File: config.mk
export PLATFORM = sky130hd
export DESIGN_NAME = dwsp_cfg
export DESIGN_NICKNAME = d
export VERILOG_FILES = /design/src/hdl/dwsp_pkg.sv /design/src/hdl/dwsp_cfg.sv
export SDC_FILE = /design/constraint.sdc
export NUM_CORES = 1
export LEC_CHECK = 0
export BUFFER_PORTS_ARGS = -buffer_cell sky130_fd_sc_hd__buf_2
export CAP_MARGIN = 15
export CORE_ASPECT_RATIO = 1.4
export CORE_MARGIN = 5
export CORE_UTILIZATION = 35
export CTS_CLUSTER_DIAMETER = 60
export DETAILED_ROUTE_END_ITERATION = 8
export HOLD_SLACK_MARGIN = 0.08
export SLEW_MARGIN = 15
export SYNTH_ARGS = -nofsm -noshare
export SYNTH_HDL_FRONTEND = slang
export SYNTH_SLANG_ARGS = --single-unit
export TNS_END_PERCENT = 50
File: constraint.sdc
create_clock -name i_clk -period 3.1 [get_ports i_clk]
set_input_delay 0 -clock i_clk [delete_from_list [all_inputs] [get_ports i_clk]]
set_output_delay 0 -clock i_clk [all_outputs]
set_load 0.01 [all_outputs]
File: src/hdl/dwsp_pkg.sv
`timescale 1ns / 1ps
// ----------------------------------------------------------------------------
// dwsp_pkg
// widths, constants and shared types of the dual wheel speed pid core
// ----------------------------------------------------------------------------
package dwsp_pkg;

    localparam int GAIN_FRAC_BITS = 12;
    localparam int GAIN_W         = 24;
    localparam int SPEED_W        = 16;
    localparam int ERR_W          = SPEED_W + 1;
    localparam int DIFF_W         = ERR_W + 1;
    localparam int INT_W          = 32;
    localparam int DUTY_W         = 15;
    localparam int PROD_P_W       = GAIN_W + ERR_W;
    localparam int PROD_I_W       = GAIN_W + INT_W;
    localparam int PROD_D_W       = GAIN_W + DIFF_W;
    localparam int SUM_W          = PROD_I_W + 2;
    localparam int APB_DATA_W     = 32;
    localparam int APB_ADDR_W     = 4;
    localparam int STAGES         = 5;

    localparam logic [DUTY_W-1:0] DUTY_LIMIT_RESET = DUTY_W'(25000);

    typedef enum logic [1:0] {
        REG_GAIN_P     = 2'd0,
        REG_GAIN_I     = 2'd1,
        REG_GAIN_D     = 2'd2,
        REG_DUTY_LIMIT = 2'd3
    } t_reg_idx;

    typedef struct packed {
        logic ld1;
        logic ld2;
        logic ld3;
        logic ld4;
    } t_stage_ctl;

    typedef struct packed {
        logic signed [GAIN_W-1:0] gain_p;
        logic signed [GAIN_W-1:0] gain_i;
        logic signed [GAIN_W-1:0] gain_d;
        logic        [DUTY_W-1:0] duty_limit;
    } t_cfg;

endpackage

File: src/hdl/dwsp_cfg.sv
`timescale 1ns / 1ps
// ----------------------------------------------------------------------------
// dwsp_cfg
// apb register bank holding the shared gains and the duty limit
// ----------------------------------------------------------------------------
module dwsp_cfg
    import dwsp_pkg::*;
(
    input  logic                  i_clk,
    input  logic                  i_rst_n,
    input  logic                  psel,
    input  logic                  penable,
    input  logic                  pwrite,
    input  logic [APB_ADDR_W-1:0] paddr,
    input  logic [APB_DATA_W-1:0] pwdata,
    output logic [APB_DATA_W-1:0] prdata,
    output logic                  pready,
    output t_cfg                  o_cfg
);

    t_cfg     r_cfg;
    t_reg_idx w_idx;
    logic     w_wr;

    assign w_idx  = t_reg_idx'(paddr[3:2]);
    assign w_wr   = psel && penable && pwrite;
    assign pready = 1'b1;
    assign o_cfg  = r_cfg;

    always_ff @(posedge i_clk) begin
        if (!i_rst_n) begin
            r_cfg.gain_p     <= '0;
            r_cfg.gain_i     <= '0;
            r_cfg.gain_d     <= '0;
            r_cfg.duty_limit <= DUTY_LIMIT_RESET;
        end else if (w_wr) begin
            unique case (w_idx)
                REG_GAIN_P:     r_cfg.gain_p     <= pwdata[GAIN_W-1:0];
                REG_GAIN_I:     r_cfg.gain_i     <= pwdata[GAIN_W-1:0];
                REG_GAIN_D:     r_cfg.gain_d     <= pwdata[GAIN_W-1:0];
                REG_DUTY_LIMIT: r_cfg.duty_limit <= pwdata[DUTY_W-1:0];
            endcase
        end
    end

    always_comb begin
        unique case (w_idx)
            REG_GAIN_P:     prdata = APB_DATA_W'(r_cfg.gain_p);
            REG_GAIN_I:     prdata = APB_DATA_W'(r_cfg.gain_i);
            REG_GAIN_D:     prdata = APB_DATA_W'(r_cfg.gain_d);
            REG_DUTY_LIMIT: prdata = {{(APB_DATA_W-DUTY_W){1'b0}}, r_cfg.duty_limit};
        endcase
    end

endmodule

==> impl_metrics.env, run 1 <==
export IMPL_grt_pass1_wl_um=16970
export IMPL_worst_r2r_path_depth=2
export IMPL_finalPower_mw=2.421
export IMPL_status="completed"
export IMPL_intPower_mw=1.851
export IMPL_finalMaxSlewViolations=0
export IMPL_finalNetCount=572
export IMPL_grt_overflow_total=0
export IMPL_h_tree_depth=3
export IMPL_cts_made_buffers=9
export IMPL_ys_warnings_count=0
export IMPL_drv_cap=0
export IMPL_yosys_register_bits=87
export IMPL_r2r_slack_ps=2350
export IMPL_setup_viol=0
export IMPL_drt_first_pass_iters=4
export IMPL_min_from="penable"
export IMPL_grt_max_degree=106
export IMPL_grt_use_total_pct=15.84
export IMPL_initial_core_util_pct=35.73
export IMPL_ios=161
export IMPL_cpPeakStageDelay_ps=670
export IMPL_fin_crit_sh_pct=54.89
export IMPL_worstHoldPathCells=3
export IMPL_yosysSeqAreaShare_pct=44.86
export IMPL_drt_total_wl_um=10410
export IMPL_critical_path_class="in -> out"
export IMPL_hold_viol_final=0
export IMPL_final_cell_mix="148 x buf_2, 115 x nand2_1, 90 x mux2i_1"
export IMPL_synth_area_mm2=0.003882
export IMPL_pwr_share_seq_pct=47.3
export IMPL_required_ps=3100
export IMPL_row_count=45
export IMPL_synth_cell_types=20
export IMPL_syn_inst=379
export IMPL_largest_reg_flops=87
export IMPL_vdd_drop_max_v=0.0002369
export IMPL_switching_share_pct=23.53
export IMPL_postRouteAntennaNets=0
export IMPL_cp_slowest_cell="nor2b_1"
export IMPL_hp_class="in -> reg"
export IMPL_fill_cells=1043
export IMPL_grt_use_met3_pct=3.514
export IMPL_rsz0062_at_grt="no"
export IMPL_die_area_mm2=0.01333
export IMPL_path_max_fanout=17
export IMPL_final_util_pct=47.36
export IMPL_worstMarginPinSlew_ps=1030
export IMPL_slew_headroom_pct=31.36
export IMPL_clkLatencyLatePin_ps=330
export IMPL_coreArea_mm2=0.01087
export IMPL_clk_path_buf_depth=2
export IMPL_cpMostUsedCell="buf_2"
export IMPL_fin_crit_ps=1702
export IMPL_fp_dieH_um=134.6
export IMPL_routedWlPerCell_um=15.37
export IMPL_multi_input_area_mm2=0.001874
export IMPL_crit_arrival_ps=1700
export IMPL_cts_tree="done"
export IMPL_floorplan_die_width_um=99.02
export IMPL_cp_start_kind="input pin"
export IMPL_antenna_found_initial=0
export IMPL_end_kind="primary output"
export IMPL_p_sw_mw=0.5695
export IMPL_skew_ps=0
export IMPL_drcViolationCount=0
export IMPL_finalWeightedCongestion=0.7622
export IMPL_synth_net_count=420
export IMPL_cts_sinks=87
export IMPL_fmax_mhz=587.7
export IMPL_met1_usage_pct=18.81
export IMPL_routed_via_count=3230
export IMPL_yosysTopAreaCell="dfxtp_1"
export IMPL_via_per_inst=4.771
export IMPL_antennaDiodeCount=0
export IMPL_place_hpwl_um=7046
export IMPL_r2r_start="o_cfg[5]"
export IMPL_regArea_mm2=0.001742
export IMPL_setup_tns_ps=0
export IMPL_io_buffers=149
export IMPL_clock_root_buffer="clkbuf_16"
export IMPL_first_global_vias=3250
export IMPL_p_per_area_mw_per_mm2=470.4
export IMPL_layout_commonest_cell="buf_2"
export IMPL_path_cells="buf_2 > nor2b_1 > nand2_1 > o21ai_0 > buf_2"
export IMPL_syn_mean_instance_area_um2=10.24
export IMPL_min_to="o_cfg[13]"
export IMPL_synth_top_area_share_pct=44.86
export IMPL_drt_iter0_drc=91
export IMPL_met2_usage_pct=27.54
export IMPL_power_leakage_nw=2.418
export IMPL_area_growth_pct=32.55
export IMPL_synthTopCellsByArea="dfxtp_1 45%, mux2i_1 23%, nand2_1 11%, mux4_2 8.7%, buf_4 2.7%"
export IMPL_top_usage_layer="met2"
export IMPL_layout_drive_gt1_share_pct=35.45
export IMPL_combPwrFrac_pct=8.5
export IMPL_r2r_end="o_cfg[5]"
export IMPL_clk_pin_slew_ps=60
export IMPL_p_clk_share_pct=44.2
worst max path at each step:
stage            endpoint      from  cells after the start
5_1_grt        prdata[25]  paddr[3]                      5
4_1_cts        prdata[29]  paddr[3]                      5
6_report       prdata[29]  paddr[3]                      5
3_5_place_dp   prdata[29]  paddr[3]                      5
3_3_place_gp   prdata[23]  paddr[3]                      5
2_1_floorplan  prdata[24]  paddr[2]                      5
power by group through the flow:
stage | Combinational, mW | Clock [mW] | Sequential (mW)
finish | 0.206 | 1.07 | 1.14
global route | 0.226 | 1.15 | 1.15
CTS | 0.210 | 1.10 | 1.14
detailed placement | 0.187 | 0 | 1.17
global placement | 0.182 | 0 | 1.17
floorplan | 0.113 | 0 | 1.17
cell type report:
| class | count | area share (%) |
|---|---|---|
| clock buffer | 10 | 4.449 |
| clock inverter | 6 | 1.337 |
| inverter | 6 | 0.4376 |
| multi-input combinational | 248 | 36.42 |
| sequential | 87 | 33.84 |
| tap | 141 | 3.428 |
| timing repair buffer | 179 | 20.08 |
critical path: cells and delay by family:
kind | cells | cell delay [ps]
buf+inv | 2 | 660
compound gates | 1 | 260
simple gates | 2 | 780
per-layer routing:
metal,vias to the layer above,part of all wire [%]
met4,0,1.9
met3,13,6.2
met5,-,0
met2,98,50
li1,1583,-
met1,1536,42
synth_stat cells:
cell      number
nand3_4        1
conb_1         1
nor3_2         1
buf_1          1
nor3b_1        1
o311ai_0       6
mux4_2        15
buf_4         14
inv_1          6
dfxtp_1       87
buf_12         2
nand2_1      115
nor2b_1        1
buf_2          4
buf_6          3
mux2i_1       90
nor2_4         1
clkbuf_1      14
o21ai_0       15
or3b_1         1
repair_timing:
action | 4_1_cts | 5_1_grt
endpoints found under the setup margin | 0 | 0
resized for setup | 0 | 0
hold buffers | 24 | 0
buffers inserted | 0 | 0
hold endpoints to repair | 87 | 0
through the flow:
step	cells	worst slack (ps)	area (µm²)	hold slack [ps]
final	677	1398	5146	155.0
after global routing	677	1157	5146	176.8
after CTS	677	1285	5146	139.3
after detailed placement	637	1282	4608	312.4
after global placement	637	1332	4608	301.1
after floorplan	379	1686	3882	183.1
cell families after synthesis:
family                 after synthesis  share of synthesized area [%]
flip-flops                          87                          44.86
AO/OA/AOI/OAI                       21                          3.287
buffers and inverters               44                          7.154
AND/OR/NAND/NOR                    121                          12.70
multiplexers                       105                          31.90
other                                1                        0.09659
No activity file was read; power rests on OpenSTA's default activity.
==> run 2: changes to the inputs <==
- ABC_AREA: unset -> 1
- clock period: 3.1 -> 1.6 ns (I/O delays scaled with it)
==> impl_metrics.env, run 2 <==
export IMPL_status="completed"
export IMPL_finalNetCount=826
export IMPL_hp_class="in -> reg"
export IMPL_critical_path_class="reg -> out"
export IMPL_synth_async_reset_ratio_pct=0
export IMPL_via_per_inst=4.787
export IMPL_fin_crit_ps=1179
export IMPL_synth_cell_types=17
export IMPL_drt_iter0_drc=235
export IMPL_h_tree_depth=3
export IMPL_met2_usage_pct=31.69
export IMPL_rsz0062_at_grt="no"
export IMPL_path_max_fanout=9
export IMPL_finalInstanceArea_mm2=0.005522
export IMPL_final_instance_count_excl_fill=937
export IMPL_yosysSeqAreaShare_pct=41.54
export IMPL_grt_use_met3_pct=3.205
export IMPL_setup_tns_ps=0
export IMPL_p_per_area_mw_per_mm2=885.4
export IMPL_cts_made_buffers=9
export IMPL_r2r_slack_ps=990
export IMPL_synthTopCellsByArea="dfxtp_1 42%, nand2_1 17%, nor2_1 15%, nand3_1 11%, buf_4 4.3%"
export IMPL_synth_common_cells="186 x nand2_1, 163 x nor2_1, 96 x nand3_1"
export IMPL_floorplan_die_width_um=102.5
export IMPL_routedWlPerCell_um=14.12
export IMPL_required_ps=1600
export IMPL_postRouteAntennaNets=0
export IMPL_path_cells="nand2_1 > nand3_1 > buf_2"
export IMPL_cp_slowest_cell="dfxtp_1"
export IMPL_layout_drive_gt1_share_pct=24.56
export IMPL_hold_viol_final=0
export IMPL_drt_first_pass_iters=6
export IMPL_cts_tree="done"
export IMPL_multi_input_area_mm2=0.002001
export IMPL_clkLatencyLatePin_ps=340
export IMPL_dpl_cell_area_mm2=0.004992
export IMPL_grt_pass1_wl_um=21320
export IMPL_met1_usage_pct=23.58
export IMPL_ios=161
export IMPL_syn_mean_instance_area_um2=6.603
export IMPL_final_cell_mix="186 x nand2_1, 162 x nor2_1, 149 x buf_2"
export IMPL_area_growth_pct=31.69
export IMPL_power_leakage_nw=2.750
export IMPL_clk_pin_slew_ps=70
export IMPL_drv_cap=0
export IMPL_place_hpwl_um=8903
export IMPL_crit_buf_inv=1
export IMPL_die_area_mm2=0.01430
export IMPL_drcViolationCount=0
export IMPL_grt_max_degree=88
export IMPL_clock_root_buffer="clkbuf_16"
export IMPL_routed_via_count=4485
export IMPL_synth_most_common_cell="nand2_1"
export IMPL_synth_area_mm2=0.004193
export IMPL_fmax_mhz=848.4
export IMPL_vdd_drop_max_v=0.0004184
export IMPL_dp_cells=897
export IMPL_coreArea_mm2=0.01176
export IMPL_yosysTopAreaCell="dfxtp_1"
export IMPL_drt_total_wl_um=13230
export IMPL_largest_reg_flops=87
export IMPL_top_usage_layer="met2"
export IMPL_syn_inst=635
export IMPL_skew_ps=0
export IMPL_cp_start_kind="flop"
export IMPL_yosys_register_bits=87
export IMPL_synthFlopType="dfxtp_1"
export IMPL_synth_net_count=676
export IMPL_first_global_vias=4216
export IMPL_cpPeakStageDelay_ps=370
export IMPL_ys_warnings_count=0
export IMPL_regArea_mm2=0.001742
export IMPL_finalMaxSlewViolations=0
export IMPL_grt_overflow_total=0
export IMPL_synth_top_area_share_pct=41.54
export IMPL_synth_edf_count=0
export IMPL_clk_path_buf_depth=2
export IMPL_end_kind="primary output"
export IMPL_cts_repair_resize_count=0
export IMPL_fp_dieH_um=139.5
export IMPL_antenna_found_initial=0
export IMPL_finalWeightedCongestion=0.7743
export IMPL_path_delay_family="flip-flops"
export IMPL_cts_sinks=87
export IMPL_fill_cells=1218
export IMPL_antennaDiodeCount=0
export IMPL_crit_arrival_ps=1180
export IMPL_setup_viol=0
export IMPL_initial_core_util_pct=35.65
export IMPL_fin_crit_sh_pct=73.66
export IMPL_row_count=47
export IMPL_io_buffers=149
export IMPL_grt_use_total_pct=18.46
export IMPL_layout_commonest_cell="nand2_1"
-- run 2: path summary, 6_finish.rpt --
check / from / end / depth (start not counted)
hold reg to reg: o_cfg[8] / o_cfg[8] / 2
setup / recovery: o_cfg[38] / prdata[31] / 3
hold / removal: i_rst_n / o_cfg[7] / 3
setup reg to reg: o_cfg[74] / o_cfg[74] / 2
-- run 2: kinds of logic (layout without fill, tap and decap cells) --
family / after synthesis / after routing / synth area share (%)
buffers and inverters: 79 / 234 / 11.16
flip-flops: 87 / 87 / 41.54
other: 1 / 1 / 0.08944
AND/OR/NAND/NOR: 468 / 468 / 47.21
-- run 2: area by class of cell --
cell class,count,share of cell area (%)
multi-input cells,469,36.23
flip-flops and latches,87,31.54
repair buffers,190,21.75
clock buffers,10,4.328
well taps,147,3.331
inverters,28,1.903
clock inverters,6,0.9064
-- run 2: per-layer routing --
metal | vias up | routed length [µm]
met5 | - | 0
met4 | 0 | 112
met3 | 7 | 889
met2 | 158 | 6772
met1 | 2061 | 5458
li1 | 2259 | -
-- run 2: power by group --
| group | internal [mW] | switching [mW] |
|---|---|---|
| clock | 1.11 | 0.921 |
| sequential | 2.21 | 0.0382 |
| combinational | 0.238 | 0.364 |
-- run 2: repair_timing --
item	4_1_cts	5_1_grt
hold buffers	24	0
setup buffers	0	0
endpoints found under the hold margin	87	0
-- run 2: metrics by stage --
step / utilization, % / worst slack (ps) / power (mW) / hold WS (ps)
final: 46.95 / 421.4 / 4.889 / 148.5
after global routing: 46.95 / 299.1 / 5.115 / 179.4
after CTS: 46.95 / 378.4 / 4.942 / 145.7
after detailed placement: 42.45 / 355.7 / 2.860 / 238.4
after global placement: 42.45 / 408.4 / 2.851 / 233.3
after floorplan: - / 629.9 / 2.655 / 126.2
-- run 2: worst reg2reg max path: stages (launching register included) --
cell	delay (ps)
dfxtp_1	330
nor2_1	120
nor2_1	60
